<file path="config.mk">
export PLATFORM = sky130hd
export DESIGN_NAME = button_debounce_event_unit
export DESIGN_NICKNAME = d
export VERILOG_FILES = /design/src/sv/bde_pkg.sv /design/src/sv/button_debounce_event_unit.sv
export SDC_FILE = /design/constraint.sdc
export NUM_CORES = 1
export LEC_CHECK = 0
export ABC_AREA = 1
export BUFFER_PORTS_ARGS = -buffer_cell sky130_fd_sc_hd__buf_4
export CAP_MARGIN = 20
export CELL_PAD_IN_SITES_DETAIL_PLACEMENT = 2
export CELL_PAD_IN_SITES_GLOBAL_PLACEMENT = 2
export CORE_MARGIN = 4
export CORE_UTILIZATION = 29
export DETAILED_ROUTE_END_ITERATION = 10
export GPL_TIMING_DRIVEN = 1
export PLACE_DENSITY = 0.78
export SLEW_MARGIN = 20
export SYNTH_ARGS = -nofsm -noshare
export SYNTH_HDL_FRONTEND = slang
export SYNTH_SLANG_ARGS = --single-unit
</file>
<file path="constraint.sdc">
create_clock -name clk -period 5.63 [get_ports clk]
set_clock_uncertainty 0.1 [all_clocks]
set_input_delay 1.126 -clock clk [delete_from_list [all_inputs] [get_ports clk]]
set_output_delay 1.126 -clock clk [all_outputs]
set_load 0.02 [all_outputs]
</file>
<file path="src/sv/bde_pkg.sv">
package bde_pkg;

  localparam int unsigned TimeW  = 32;
  localparam int unsigned MsW    = 16;
  localparam int unsigned CountW = 32;
  localparam int unsigned InDataW  = 40;
  localparam int unsigned OutDataW = 40;
  localparam int unsigned CfgIdxW  = 3;

  localparam logic [CfgIdxW-1:0] RegInvertInput    = 3'd0;
  localparam logic [CfgIdxW-1:0] RegDebounceMs     = 3'd1;
  localparam logic [CfgIdxW-1:0] RegPressAckMs     = 3'd2;
  localparam logic [CfgIdxW-1:0] RegDelayOffMs     = 3'd3;
  localparam logic [CfgIdxW-1:0] RegLongPressMs    = 3'd4;
  localparam logic [CfgIdxW-1:0] RegLongPressAckMs = 3'd5;

  localparam logic [MsW-1:0] DebounceMsRst     = 16'd50;
  localparam logic [MsW-1:0] PressAckMsRst     = 16'd100;
  localparam logic [MsW-1:0] DelayOffMsRst     = 16'd1000;
  localparam logic [MsW-1:0] LongPressMsRst    = 16'd1000;
  localparam logic [MsW-1:0] LongPressAckMsRst = 16'd100;

  // input sample, packed to match tdata low bits first
  typedef struct packed {
    logic [InDataW-37:0] pad;
    logic              clear_long_press;
    logic              raw_level;
    logic              long_press_enable;
    logic              enable_ctrl;
    logic [TimeW-1:0]  now_ms;
  } sample_t;

  typedef struct packed {
    logic [OutDataW-40:0] pad;
    logic [CountW-1:0] press_count;
    logic              long_press_ack;
    logic              long_pressed;
    logic              delayed_off;
    logic              toggle;
    logic              press_ack;
    logic              changed;
    logic              level;
  } result_t;

  typedef struct packed {
    logic             invert_input;
    logic [MsW-1:0]   debounce_ms;
    logic [MsW-1:0]   press_ack_ms;
    logic [MsW-1:0]   delay_off_ms;
    logic [MsW-1:0]   long_press_ms;
    logic [MsW-1:0]   long_press_ack_ms;
  } cfg_t;

  typedef struct packed {
    logic              stable_level;
    logic              previous_level;
    logic              change_flag;
    logic [TimeW-1:0]  last_change_time;
    logic [TimeW-1:0]  press_start_time;
    logic              ack_flag;
    logic              count_armed;
    logic [CountW-1:0] press_counter;
    logic              toggle_seen;
    logic              toggle_state;
    logic              delay_active;
    logic [TimeW-1:0]  delay_start_time;
    logic              delayed_flag;
    logic              long_latched;
    logic [TimeW-1:0]  long_start_time;
    logic              long_flag;
    logic [TimeW-1:0]  long_ack_start_time;
    logic              long_ack_flag;
  } state_t;

endpackage

</file>
<file path="src/sv/button_debounce_event_unit.sv">
// Channel   Dir  Beat fields (low bit first)
// s_axis    in   tdata: now_ms[31:0], enable_ctrl, long_press_enable, raw_level,
//                clear_long_press, zero fill to 40 bits
// m_axis    out  tdata: level, changed, press_ack, toggle, delayed_off,
//                long_pressed, long_press_ack, press_count[31:0], zero fill
// cfg       in   cfg_index (register 0..5), cfg_data (16 bits), always ready
//
// Throughput is one beat per cycle while the result is not stalled; an accepted
// input beat passes through the input register, then the result register.
// The step logic sits between the two registers: a handful of 32-bit
// subtract/compare paths against the stored timestamps.
// rst clears all control state and loads the register defaults.
// A stalled result blocks the input register only; one more beat is taken.
module button_debounce_event_unit (
  input  logic                             clk,
  input  logic                             rst,
  input  logic                             s_axis_tvalid,
  output logic                             s_axis_tready,
  // now_ms, enable_ctrl, long_press_enable, raw_level, clear_long_press
  input  logic [bde_pkg::InDataW-1:0]      s_axis_tdata,
  output logic                             m_axis_tvalid,
  input  logic                             m_axis_tready,
  // level, changed, press_ack, toggle, delayed_off, long_pressed,
  // long_press_ack, press_count
  output logic [bde_pkg::OutDataW-1:0]     m_axis_tdata,
  input  logic                             cfg_valid,
  output logic                             cfg_ready,
  input  logic [bde_pkg::CfgIdxW-1:0]      cfg_index,
  input  logic [bde_pkg::MsW-1:0]          cfg_data
);

  bde_pkg::cfg_t    cfg;
  bde_pkg::state_t  st, st_next;
  bde_pkg::sample_t smp;
  bde_pkg::result_t res_next;
  logic             smp_valid;
  logic             adv;

  // Step logic temporaries
  logic                        lvl;
  logic                        db_hold;
  logic                        stable_n;
  logic                        lf0, ll0;
  logic                        delay_start;
  logic [bde_pkg::TimeW-1:0]   now;
  logic [bde_pkg::TimeW-1:0]   dt_change, dt_press, dt_delay, dt_long, dt_lack;
  logic                        delay_done;

  assign cfg_ready     = 1'b1;
  assign adv           = smp_valid && (!m_axis_tvalid || m_axis_tready);
  assign s_axis_tready = !smp_valid || adv;

  always_comb begin
    st_next  = st;
    res_next = '0;
    now      = smp.now_ms;

    // clear request takes effect before the step
    lf0 = smp.clear_long_press ? 1'b0 : st.long_flag;
    ll0 = smp.clear_long_press ? 1'b0 : st.long_latched;

    lvl = (smp.raw_level && smp.enable_ctrl) ^ cfg.invert_input;

    // debounce
    dt_change = now - st.last_change_time;
    db_hold   = dt_change < {16'd0, cfg.debounce_ms};
    if (db_hold) begin
      st_next.change_flag = 1'b0;
    end else begin
      st_next.previous_level = st.stable_level;
      st_next.stable_level   = lvl;
      st_next.change_flag    = lvl != st.stable_level;
      if (lvl != st.stable_level) begin
        st_next.last_change_time = now;
      end
    end
    stable_n = st_next.stable_level;

    // press acknowledge; while held the start time is the stored one
    dt_press = now - st.press_start_time;
    if (!stable_n) begin
      st_next.press_start_time = now;
    end
    st_next.ack_flag = stable_n && (dt_press <= {16'd0, cfg.press_ack_ms});

    // press counter
    if (stable_n) begin
      if (!st.count_armed) begin
        st_next.press_counter = st.press_counter + 1'b1;
        st_next.count_armed   = 1'b1;
      end
    end else begin
      st_next.count_armed = 1'b0;
    end

    // toggle
    if (stable_n && smp.enable_ctrl) begin
      if (!st.toggle_seen) begin
        st_next.toggle_seen  = 1'b1;
        st_next.toggle_state = !st.toggle_state;
      end
    end else begin
      st_next.toggle_seen = 1'b0;
    end
    if (!smp.enable_ctrl) begin
      st_next.toggle_state = 1'b0;
    end

    // delayed off; a fresh start has zero elapsed time
    delay_start = !st.delay_active && stable_n && smp.enable_ctrl;
    dt_delay    = delay_start ? '0 : (now - st.delay_start_time);
    if (delay_start) begin
      st_next.delay_active     = 1'b1;
      st_next.delay_start_time = now;
      st_next.delayed_flag     = 1'b1;
    end
    delay_done = dt_delay >= {16'd0, cfg.delay_off_ms};
    if (st_next.delay_active && delay_done) begin
      st_next.delayed_flag = 1'b0;
      if (!stable_n || !smp.enable_ctrl) begin
        st_next.delay_active = 1'b0;
      end
    end
    if (!smp.enable_ctrl) begin
      st_next.delayed_flag = 1'b0;
      st_next.delay_active = 1'b0;
    end

    // long press
    st_next.long_flag    = lf0;
    st_next.long_latched = ll0;
    dt_long = now - st.long_start_time;
    if (stable_n && !ll0) begin
      st_next.long_flag = 1'b0;
      if ((dt_long > {16'd0, cfg.long_press_ms}) && smp.long_press_enable) begin
        st_next.long_flag    = 1'b1;
        st_next.long_latched = 1'b1;
      end
    end else begin
      st_next.long_start_time = now;
    end
    if (!stable_n) begin
      st_next.long_latched = 1'b0;
    end
    if (!smp.enable_ctrl) begin
      st_next.long_flag    = 1'b0;
      st_next.long_latched = 1'b0;
    end

    // long press acknowledge; while flagged the start time is the stored one
    dt_lack = now - st.long_ack_start_time;
    if (!st_next.long_flag) begin
      st_next.long_ack_start_time = now;
    end
    st_next.long_ack_flag = st_next.long_flag &&
                            (dt_lack <= {16'd0, cfg.long_press_ack_ms});

    res_next.level          = st_next.stable_level;
    res_next.changed        = st_next.change_flag;
    res_next.press_ack      = st_next.ack_flag;
    res_next.toggle         = st_next.toggle_state;
    res_next.delayed_off    = st_next.delayed_flag;
    res_next.long_pressed   = st_next.long_flag;
    res_next.long_press_ack = st_next.long_ack_flag;
    res_next.press_count    = st_next.press_counter;
  end

  always_ff @(posedge clk) begin
    if (rst) begin
      cfg.invert_input      <= 1'b0;
      cfg.debounce_ms       <= bde_pkg::DebounceMsRst;
      cfg.press_ack_ms      <= bde_pkg::PressAckMsRst;
      cfg.delay_off_ms      <= bde_pkg::DelayOffMsRst;
      cfg.long_press_ms     <= bde_pkg::LongPressMsRst;
      cfg.long_press_ack_ms <= bde_pkg::LongPressAckMsRst;
      st            <= '0;
      smp_valid     <= 1'b0;
      m_axis_tvalid <= 1'b0;
    end else begin
      if (cfg_valid) begin
        case (cfg_index)
          bde_pkg::RegInvertInput:    cfg.invert_input      <= cfg_data[0];
          bde_pkg::RegDebounceMs:     cfg.debounce_ms       <= cfg_data;
          bde_pkg::RegPressAckMs:     cfg.press_ack_ms      <= cfg_data;
          bde_pkg::RegDelayOffMs:     cfg.delay_off_ms      <= cfg_data;
          bde_pkg::RegLongPressMs:    cfg.long_press_ms     <= cfg_data;
          bde_pkg::RegLongPressAckMs: cfg.long_press_ack_ms <= cfg_data;
          default: ;
        endcase
      end
      if (s_axis_tready) begin
        smp_valid <= s_axis_tvalid;
      end
      if (adv) begin
        st            <= st_next;
        m_axis_tvalid <= 1'b1;
      end else if (m_axis_tready) begin
        m_axis_tvalid <= 1'b0;
      end
    end
  end

  // payload registers
  always_ff @(posedge clk) begin
    if (s_axis_tready && s_axis_tvalid) begin
      smp <= bde_pkg::sample_t'(s_axis_tdata);
    end
    if (adv) begin
      m_axis_tdata <= res_next;
    end
  end

  bde_pkg::result_t out_res;
  assign out_res = bde_pkg::result_t'(m_axis_tdata);

  // a step always lands in the result register
  a_adv_loads: assert property (@(posedge clk) disable iff (rst)
    adv |=> m_axis_tvalid)
    else $error("step result not loaded");

  // counter moves by at most one per step
  a_count_step: assert property (@(posedge clk) disable iff (rst)
    1'b1 |=> (st.press_counter - $past(st.press_counter)) <= 32'd1)
    else $error("press counter jumped");

  // disabled sample clears toggle, delayed-off and long press
  a_ctrl_clears: assert property (@(posedge clk) disable iff (rst)
    adv && !smp.enable_ctrl |=>
      !out_res.toggle && !out_res.delayed_off && !out_res.long_pressed)
    else $error("disable did not clear outputs");

  // long press acknowledge only with long press
  a_lack_needs_long: assert property (@(posedge clk) disable iff (rst)
    m_axis_tvalid |-> (!out_res.long_press_ack || out_res.long_pressed))
    else $error("long press ack without long press");

endmodule
</file>
==> results.yml, run 1 <==
grt:
  grt_pass1_wl_um: 170000
  grt_pass1_vias: 28967
  grt_usage_pct: 22.9
  grt_max_degree: 100
  antenna_found_initial: 15
  overflow: 0
synth:
  synth_nets: 4335
  synth_edf_count: 75
  synth-seq-cells: 357
  synth_area_um2: 26400
  ys_types: 46
  synth-main-ff-cell: "dfxtp_1"
  ys_async_sr_fraction_pct: 0
  yosysWarnings: 0
  yosysSeqAreaShare_pct: 29.9
  syn_inst: 4031
  syn_area_per_cell_um2: 6.56
placed_design:
  post-dp-hpwl_um: 87300
  numPortBuffers: 100
  dp_cells: 5280
  gp_congestion: 0.891
  post-place-ws_ps: -264
hold_path:
  hold_start: "cfg[56]$_SDFFE_PP0P_"
  hold_path_end: "cfg[56]$_SDFFE_PP0P_"
  min_path_cells: 2
  hp-class: "flip-flop to flip-flop"
worst_setup_path:
  r2r_end: "st[188]$_SDFFE_PP0P_"
  r2r_slack_ps: -20
  crit_arrival_ps: 6030
  crit_required_ps: 6010
  crit_fanout: 62
  worstSetupStartpointType: "flip-flop"
  crit_path_end_kind: "flip-flop"
  r2r_cells: 26
  r2r-start: "now[6]$_DFFE_PP_"
  worstSetupPathType: "flip-flop to flip-flop"
layout:
  multi_input_area_um2: 15900
  nets: 4485
  fill_cells: 10979
  finalNonFillerCells: 5403
  drive_gt1_share_pct: 9.60
  syn2layout_area_growth_pct: 17.7
  regArea_um2: 7900
detailed_routing:
  wl_per_cell_um: 22.1
  antenna_left: 0
  finalWirelength_um: 119000
  vias_per_cell: 5.18
  drt-pass1-iter-count: 5
  drtIter0Drc: 1522
  drc: 0
  vias: 27992
clock_tree:
  hold_buffers: 0
  clockBufferDepth: 3
  path_clk_slew_ps: 60
  htreeDepth: 2
  root_buffer: "clkbuf_16"
  cts.sinks: 357
  cts_buffers: 47
  insertion_delay_ps: 600
  cts_tree: "yes"
power:
  seqPwrFrac_pct: 33.1
  combPwrFrac_pct: 31.8
  power.density_nw_per_um2: 276
  clockPowerShare_pct: 35.1
  vdd_drop_max_mv: 0.218
  power.internal_w: 0.00542
  swShare_pct: 36.9
  p_leak_nw: 14.5
  p_switching_w: 0.00317
run:
  maxCapViolations: 0
status:
  failed_checks: "setup timing"
  outcome: "finished with violations"
timing:
  fin_crit_sh_pct: 100
  final.min_clock_period_ps: 5650
  worstMarginPinSlew_ps: 907
  hold_slack_ps: 360
  hold_viol_final: 0
  fmax_mhz: 177
  fin_ws_ps: -24.4
  maxSlewViolCount: 0
  setup_viol: 2
  relSlewSlack_pct: 38.9
die:
  io_pins: 107
  dieArea_um2: 96000
  die_w_um: 310
  row_count: 110
  start_util_pct: 29.3
  core-area_um2: 90300
  die_h_um: 310
-- power by group through the flow --
stage / Sequential [W] / Clock [W] / Combinational [W]
2_1_floorplan: 0.00290 / 0 / 0.00163
3_3_place_gp: 0.00288 / 0 / 0.00241
3_5_place_dp: 0.00289 / 0 / 0.00252
4_1_cts: 0.00284 / 0.00307 / 0.00256
5_1_grt: 0.00285 / 0.00319 / 0.00303
6_report: 0.00284 / 0.00302 / 0.00273
-- how the worst max path moves through the flow --
stage / slack [ps] / endpoint / depth (start not counted) / from
6_report: -20 / st[188]$_SDFFE_PP0P_ / 26 / now[6]$_DFFE_PP_
5_1_grt: -260 / m_axis_tdata[4]$_DFFE_PP_ / 35 / now[6]$_DFFE_PP_
4_1_cts: 10 / st[67]$_SDFFE_PP0P_ / 35 / now[10]$_DFFE_PP_
3_5_place_dp: -260 / st[67]$_SDFFE_PP0P_ / 35 / now[4]$_DFFE_PP_
3_3_place_gp: -30 / st[67]$_SDFFE_PP0P_ / 35 / now[5]$_DFFE_PP_
2_1_floorplan: 650 / st[67]$_SDFFE_PP0P_ / 34 / now[1]$_DFFE_PP_
-- routing by layer --
metal  wire length [um]  up-vias  global-route usage, %
met5                  0        -                      0
li1                   -    13372                      -
met1              51300    14038                   28.6
met4               3820        0                   7.45
met3               4740      145                   3.02
met2              59300      437                   40.8
-- cell usage in the layout (no fill, tap or decap), drive strengths merged, types with 24 or more instances in the layout --
cell / instances
o21ai: 332
clkbuf: 63
nand3: 188
buf: 206
inv: 719
dfxtp: 282
ha: 235
o211ai: 24
a21oi: 441
nor3: 49
nor2: 314
nand2: 961
xor2: 81
nand4: 67
xnor2: 37
edfxtp: 75
-- critical path, stage by stage (launching register included) --
cell      delay (ps)
edfxtp_1         480
ha_4             360
nand2_4           80
inv_2             80
nand2_2           90
inv_2             60
nand2_2           60
nand2_4          100
nand2_1           70
nand2_2          120
xor2_1           230
ha_1             320
a21oi_2          190
o21ai_2          100
buf_4            140
nor2_1           180
nand4_1          110
nor2_1           360
nand3_1          200
nand2_1          140
inv_1             60
nand2_1          440
nand2_2          270
nand2_2          130
buf_4            550
o21ai_0          170
a21oi_1          290
-- layout make-up --
class	count	area share (%)
Inverter	718	8.68
Clock buffer	63	4.07
Sequential cell	357	25.4
Tap cell	1176	4.73
Timing Repair Buffer	206	5.13
Clock inverter	25	0.752
Antenna cell	7	0.0563
Multi-Input combinational cell	2851	51.2
-- synthesized netlist by cell type (3+ instances only) --
| cell type | count | area share [%] |
|---|---|---|
| xor2_1 | 81 | 2.7 |
| a21oi_1 | 441 | 8.3 |
| o21a_1 | 6 | 0.17 |
| o21ai_1 | 15 | 0.28 |
| a21o_1 | 21 | 0.60 |
| ha_1 | 235 | 11 |
| a211oi_1 | 6 | 0.17 |
| inv_1 | 714 | 10 |
| o211ai_1 | 24 | 0.68 |
| buf_1 | 6 | 0.085 |
| and2_1 | 9 | 0.21 |
| clkbuf_1 | 68 | 0.97 |
| buf_6 | 4 | 0.17 |
| nand4_1 | 67 | 1.6 |
| buf_2 | 19 | 0.36 |
| nor4_1 | 10 | 0.24 |
| nand3b_1 | 4 | 0.11 |
| clkbuf_2 | 3 | 0.057 |
| clkinv_1 | 3 | 0.043 |
| a21boi_0 | 7 | 0.20 |
| or2_2 | 9 | 0.21 |
| nand2_2 | 4 | 0.095 |
| o21bai_1 | 19 | 0.54 |
| o221ai_1 | 5 | 0.17 |
| xnor2_1 | 37 | 1.2 |
| buf_4 | 5 | 0.14 |
| a31oi_1 | 12 | 0.28 |
| nand3_2 | 3 | 0.11 |
| nand3_1 | 185 | 3.5 |
| nor3_1 | 49 | 0.93 |
| dfxtp_1 | 282 | 21 |
| o21ai_0 | 317 | 6.0 |
| edfxtp_1 | 75 | 8.5 |
| nand2_1 | 957 | 14 |
| fa_1 | 5 | 0.38 |
| nor2_1 | 312 | 4.4 |
-- sequential cells by signal (all words and copies together) (netlist names) --
| signal | flops |
|---|---|
| now | 32 |
| st | 199 |
| m_axis_tvalid | 1 |
| cfg | 81 |
| smp | 4 |
| smp_valid | 1 |
| m_axis_tdata | 39 |
-- cells by family after synthesis --
group,Yosys count,synth area share [%]
AND/OR/NAND/NOR,1615,25.2
XOR/XNOR,118,3.91
adder cells (fa/ha/maj),240,11.5
buffers and inverters,823,12.0
other,2,0.0284
AO/OA/AOI/OAI,876,17.5
flip-flops,357,29.9
-- timing repair --
action / 4_1_cts / 5_1_grt
pin swaps: 3 / 59
setup buffers: 1 / 28
gates resized for setup: 19 / 122
setup endpoints to repair: 3 / 25
endpoints found under the hold margin: 0 / 0
-- through the flow --
stage	instance area [um2]	setup TNS, ps	utilization (%)	power, W
2_1_floorplan	26400	0	-	0.00452
3_3_place_gp	28800	-60.6	31.9	0.00529
3_5_place_dp	28800	-745	31.9	0.00541
4_1_cts	30400	0	33.7	0.00847
5_1_grt	31100	-3900	34.5	0.00907
6_report	31100	-44.7	34.5	0.00859
Note: power is estimated with default switching activity, not from simulation.
==> run 2, diff against run 1 <==
Settings changed: ABC_AREA 1 to unset, PLACE_DENSITY 0.78 to 0.74.
==> results.yml, run 2 <==
status:
  outcome: "finished with violations"
  failed_checks: "setup timing"
worst_setup_path:
  r2r-start: "now[3]$_DFFE_PP_"
  crit_required_ps: 6020
  crit_top_cell: "a21o_1"
  worstSetupPathType: "flip-flop to flip-flop"
  critPathCapture: "st[67]$_SDFFE_PP0P_"
  crit_fanout: 6
  crit_path_end_kind: "flip-flop"
  max_stage_delay_ps: 450
  crit_arrival_ps: 7300
  r2r_cells: 37
  worstSetupStartpointType: "flip-flop"
  r2r_end: "st[67]$_SDFFE_PP0P_"
  cp_slowest_cell: "edfxtp_1"
  crit_path_start: "now[3]$_DFFE_PP_"
  r2r_slack_ps: -1280
layout:
  fill_cells: 9296
  diodes: 0
  largest_register_ffs: 199
  finalNonFillerCells: 4496
  top_regs: "st (199), cfg (81), m_axis_tdata (39)"
  mostFrequentLayoutCell: "nand2_1"
  drive_gt1_share_pct: 18.2
  nets: 3694
  syn2layout_area_growth_pct: 26.1
  largest_register: "st"
  final_cell_mix: "nand2_1 (405), buf_4 (388), inv_1 (295), a21oi_1 (291), dfxtp_1 (282)"
  finalInstanceArea_um2: 30600
  multi_input_area_um2: 15500
  regArea_um2: 7900
timing:
  hold_viol_final: 0
  setup_viol: 38
  fin_ws_ps: -1280
  worstMarginPinSlew_ps: 989
  maxSlewViolCount: 0
  fmax_mhz: 145
  relSlewSlack_pct: 34.0
  setup_tns_ps: -14220
  fin_crit_sh_pct: 123
  rsz0062_at_grt: "yes"
  final.min_clock_period_ps: 6910
  hold_slack_ps: 354
synth:
  synth_edf_count: 75
  synth_commonest_cells: "nand2_1 (408), a21oi_1 (307), inv_1 (300)"
  ys_types: 79
  synth_nets: 3356
  yosysSeqAreaShare_pct: 32.5
  ys_async_sr_fraction_pct: 0
  ys_top_cells_by_area: "dfxtp_1 (23%), ha_1 (12%), edfxtp_1 (9.3%)"
  yosysWarnings: 0
  synth_top_cell_by_area: "dfxtp_1"
  synth_top_cell_area_share_pct: 23.2
  syn_inst: 3052
  syn_area_per_cell_um2: 7.96
  synth-main-ff-cell: "dfxtp_1"
  synth-seq-cells: 357
  yosysMostFrequentCell: "nand2_1"
  synth_area_um2: 24300
detailed_routing:
  drtIter0Drc: 1016
  drt-pass1-iter-count: 5
  wl_per_cell_um: 21.2
  finalWirelength_um: 95300
  vias_per_cell: 5.22
  antenna_left: 0
  vias: 23460
  drc: 0
clock_tree:
  htreeDepth: 2
  cts_tree: "yes"
  cts_buffers: 44
  cts.sinks: 357
  insertion_delay_ps: 590
  hold_buffers: 0
  path_clk_slew_ps: 60
  clockBufferDepth: 3
  root_buffer: "clkbuf_16"
die:
  io_pins: 107
  start_util_pct: 29.5
  die_h_um: 297
  dieArea_um2: 88500
  row_count: 105
  die_w_um: 297
  core-area_um2: 82500
grt:
  overflow: 0
  grt_max_degree: 147
  grt_pass1_wl_um: 146000
  grt_pass1_vias: 25861
  antenna_found_initial: 4
  grt_usage_pct: 20.5
run:
  maxCapViolations: 0
placed_design:
  dp_cells: 4380
  numPortBuffers: 100
  place_area_um2: 28100
  post-dp-hpwl_um: 68300
  gp_congestion: 0.866
power:
  vdd_drop_max_mv: 0.217
  clockPowerShare_pct: 38.3
  power.internal_w: 0.00543
  swShare_pct: 31.9
  power.density_nw_per_um2: 261
  seqPwrFrac_pct: 34.5
  p_leak_nw: 12.1
  p_switching_w: 0.00255
  combPwrFrac_pct: 27.2
  power_w: 0.00799
hold_path:
  hp-class: "flip-flop to flip-flop"
## run 2: cell count changes after synthesis, sizes merged, moves of 27 or more
cell	delta
a211oi	+27
a21o	+42
a21oi	-134
inv	-414
mux2i	+114
nand2	-553
nand2b	+31
nand3	-133
nor2	-35
nor2b	+31
o21ai	-208
xnor2	+44
## run 2: logic make-up after synthesis
logic type / count (synthesis) / synth area share (%)
AOI/OAI and AO/OA: 717 / 18.2
xor gates and xnor gates: 154 / 5.55
adders and majority gates: 240 / 12.5
buffers and inverters: 418 / 6.61
DFF: 357 / 32.5
muxes: 119 / 4.93
other: 2 / 0.0309
and+or+nand+nor: 1045 / 19.7
## run 2: per-layer routing
metal	wire length, um	part of all wire, %	GRT usage [%]
met5	0	0	0
met4	3990	4.2	7.67
met3	2600	2.7	2.53
met2	48300	51	37.9
met1	40400	42	24.1
## run 2: power groups by stage
stage | registers, W | clock network (W) | logic [W]
3_5_place_dp | 0.00281 | 0 | 0.00198
4_1_cts | 0.00276 | 0.00313 | 0.00208
3_3_place_gp | 0.00280 | 0 | 0.00192
6_report | 0.00276 | 0.00306 | 0.00217
5_1_grt | 0.00277 | 0.00325 | 0.00238
2_1_floorplan | 0.00283 | 0 | 0.00116
## run 2: worst max-delay path, delay by kind of cell (launching register included)
kind | cells | cell delay [ps]
flops | 1 | 450
fa+ha+maj | 3 | 960
xor+xnor | 1 | 120
simple gates | 10 | 1620
compound gates | 18 | 2670
buf+inv | 4 | 600
mux | 1 | 270
## run 2: layout make-up
type / count / share of cell area, %
timing repair buffer: 409 / 10.7
inverter: 301 / 3.69
multi-input combinational: 2277 / 50.5
tap: 1070 / 4.37
clock buffer: 61 / 4.14
clock inverter: 21 / 0.886
sequential: 357 / 25.8
## run 2: what timing repair did
| item | 4_1_cts | 5_1_grt |
|---|---|---|
| pin swaps | 52 | 49 |
| gates cloned | 3 | 0 |
| buffers inserted | 16 | 24 |
| endpoints found under the setup margin | 40 | 39 |
| gates resized for setup | 83 | 62 |
## run 2: worst min-delay path by stage
stage                                 to            startpoint  depth (start not counted)
finish               st[63]$_SDFFE_PP0P_   st[63]$_SDFFE_PP0P_                          2
global route         st[58]$_SDFFE_PP0P_   st[58]$_SDFFE_PP0P_                          2
CTS                  st[54]$_SDFFE_PP0P_   st[54]$_SDFFE_PP0P_                          2
detailed placement   st[54]$_SDFFE_PP0P_   st[54]$_SDFFE_PP0P_                          2
global placement     st[43]$_SDFFE_PP0P_   st[43]$_SDFFE_PP0P_                          2
floorplan           st[102]$_SDFFE_PP0P_  st[102]$_SDFFE_PP0P_                          2
## run 2: per-stage QoR
stage / utilization (%) / setup WS (ps)
floorplan: - / -1210
global placement: 34.1 / -1300
detailed placement: 34.1 / -1500
CTS: 36.7 / -1100
global route: 37.1 / -1650
finish: 37.1 / -1280
==> run 3, diff against run 2 <==
Settings changed: PLACE_DENSITY 0.74 to 0.62.
==> results.yml, run 3 (synthesis gave the netlist of run 2 again) <==
status:
  outcome: "finished with violations"
  failed_checks: "setup timing"
detailed_routing:
  antenna_left: 0
  wl_per_cell_um: 22.3
  finalWirelength_um: 101000
  drtIter0Drc: 918
  drt-pass1-iter-count: 5
  vias: 23451
  vias_per_cell: 5.17
  drc: 0
die:
  io_pins: 107
  core-area_um2: 82500
  die_h_um: 297
  dieArea_um2: 88500
  die_w_um: 297
  row_count: 105
  start_util_pct: 29.5
power:
  swShare_pct: 31.9
  power.density_nw_per_um2: 259
  power.internal_w: 0.00546
  p_switching_w: 0.00256
  seqPwrFrac_pct: 34.4
  clockPowerShare_pct: 38.0
  vdd_drop_max_mv: 0.203
  p_leak_nw: 12.3
  combPwrFrac_pct: 27.6
  power_w: 0.00802
placed_design:
  dp_cells: 4396
  post-dp-hpwl_um: 77400
  gp_congestion: 0.869
  numPortBuffers: 100
hold_path:
  hp-class: "flip-flop to flip-flop"
  hold_start: "st[62]$_SDFFE_PP0P_"
  min_path_cells: 2
  hold_path_end: "st[62]$_SDFFE_PP0P_"
worst_setup_path:
  r2r_end: "st[100]$_SDFFE_PP0P_"
  r2r_cells: 37
  crit_fanout: 5
  crit_arrival_ps: 7340
  cp_slowest_cell: "edfxtp_1"
  crit_family: "compound AO/OA/AOI/OAI gates"
  crit_top_cell: "buf_4"
  r2r-start: "now[1]$_DFFE_PP_"
  worst-path-buf-inv: 4
  worstSetupPathType: "flip-flop to flip-flop"
  worstSetupStartpointType: "flip-flop"
  r2r_slack_ps: -1330
  crit_path_end_kind: "flip-flop"
  crit_required_ps: 6020
  max_stage_delay_ps: 450
layout:
  largest_register: "st"
  drive_gt1_share_pct: 18.9
  finalNonFillerCells: 4535
  mostFrequentLayoutCell: "buf_4"
  top_regs: "st (199), cfg (81), m_axis_tdata (39)"
  final_cell_mix: "buf_4 (419), nand2_1 (405), inv_1 (296), a21oi_1 (294), dfxtp_1 (282)"
  nets: 3729
  syn2layout_area_growth_pct: 27.5
  largest_register_ffs: 199
clock_tree:
  cts_buffers: 46
  root_buffer: "clkbuf_16"
  cts.sinks: 357
  cts_tree: "yes"
  clockBufferDepth: 3
  path_clk_slew_ps: 60
  htreeDepth: 2
  insertion_delay_ps: 590
grt:
  antenna_found_initial: 7
  grt_pass1_vias: 26082
  overflow: 0
  grt_pass1_wl_um: 155000
  grt_max_degree: 131
  grt_usage_pct: 22.2
run:
  maxCapViolations: 0
timing:
  worstMarginPinSlew_ps: 989
  setup_viol: 38
  setup_tns_ps: -16880
  relSlewSlack_pct: 34.1
  rsz0062_at_grt: "yes"
  fmax_mhz: 144
  fin_crit_sh_pct: 124
  final.min_clock_period_ps: 6960
  fin_ws_ps: -1330
  maxSlewViolCount: 0
  hold_viol_final: 0
run 3: changes by cell type in the layout (fill, tap and decap cells not counted), sizes merged:
cell / previous run / this run
diode: 0 / 3
clkinvlp: 4 / 3
buf: 409 / 442
inv: 303 / 304
clkinv: 10 / 14
clkbuf: 61 / 60
run 3: what timing repair did:
action / in CTS / in global routing
gates cloned: 4 / 0
setup buffers: 34 / 19
pin swaps: 61 / 60
hold buffers: 0 / 0
gates resized for setup: 93 / 57
endpoints found under the setup margin: 40 / 41
run 3: layer usage:
| layer | share of wire (%) | up-vias | global-route usage [%] |
|---|---|---|---|
| li1 | - | 11332 | - |
| met1 | 48 | 11798 | 29.6 |
| met2 | 48 | 224 | 39.0 |
| met3 | 2.4 | 97 | 1.96 |
| met4 | 2.2 | 0 | 4.58 |
| met5 | 0 | - | 0 |
run 3: final cells by class:
type | instances | area (um2)
Antenna cell | 3 | 7.51
Clock inverter | 25 | 273
Multi-Input combinational cell | 2277 | 15500
Clock buffer | 60 | 1260
Fill cell | 9355 | 51500
Tap cell | 1070 | 1340
Inverter | 301 | 1130
Sequential cell | 357 | 7900
Timing Repair Buffer | 442 | 3570
run 3: how the worst max path moves through the flow:
stage | startpoint | to | slack, ps | cells after the start
2_1_floorplan | now[1]$_DFFE_PP_ | st[67]$_SDFFE_PP0P_ | -1210 | 37
3_3_place_gp | now[1]$_DFFE_PP_ | st[67]$_SDFFE_PP0P_ | -1360 | 38
3_5_place_dp | now[2]$_DFFE_PP_ | st[67]$_SDFFE_PP0P_ | -1650 | 38
4_1_cts | now[1]$_DFFE_PP_ | st[100]$_SDFFE_PP0P_ | -1390 | 37
5_1_grt | now[1]$_DFFE_PP_ | st[100]$_SDFFE_PP0P_ | -1760 | 37
6_report | now[1]$_DFFE_PP_ | st[100]$_SDFFE_PP0P_ | -1330 | 37
run 3: per-stage QoR:
| step | setup slack (ps) | util (%) | hold WS (ps) | instance area, um2 |
|---|---|---|---|---|
| floorplan | -1210 | - | 332 | 24400 |
| global placement | -1360 | 34.2 | 341 | 28300 |
| detailed placement | -1650 | 34.2 | 350 | 28300 |
| CTS | -1390 | 37.0 | 360 | 30500 |
| global route | -1760 | 37.5 | 382 | 31000 |
| finish | -1330 | 37.6 | 357 | 31000 |
run 3: worst min-delay path: cells and delay by family (launching register included):
family / cells / cell delay (ps)
AND/OR/NAND/NOR: 1 / 50
AO/OA/AOI/OAI: 1 / 50
flip-flops: 1 / 310
run 3: power groups by stage:
stage / clock (W) / sequential, W / combinational, W
2_1_floorplan: 0 / 0.00283 / 0.00116
3_3_place_gp: 0 / 0.00281 / 0.00194
3_5_place_dp: 0 / 0.00281 / 0.00203
4_1_cts: 0.00315 / 0.00276 / 0.00216
5_1_grt: 0.00325 / 0.00277 / 0.00243
6_report: 0.00305 / 0.00276 / 0.00221
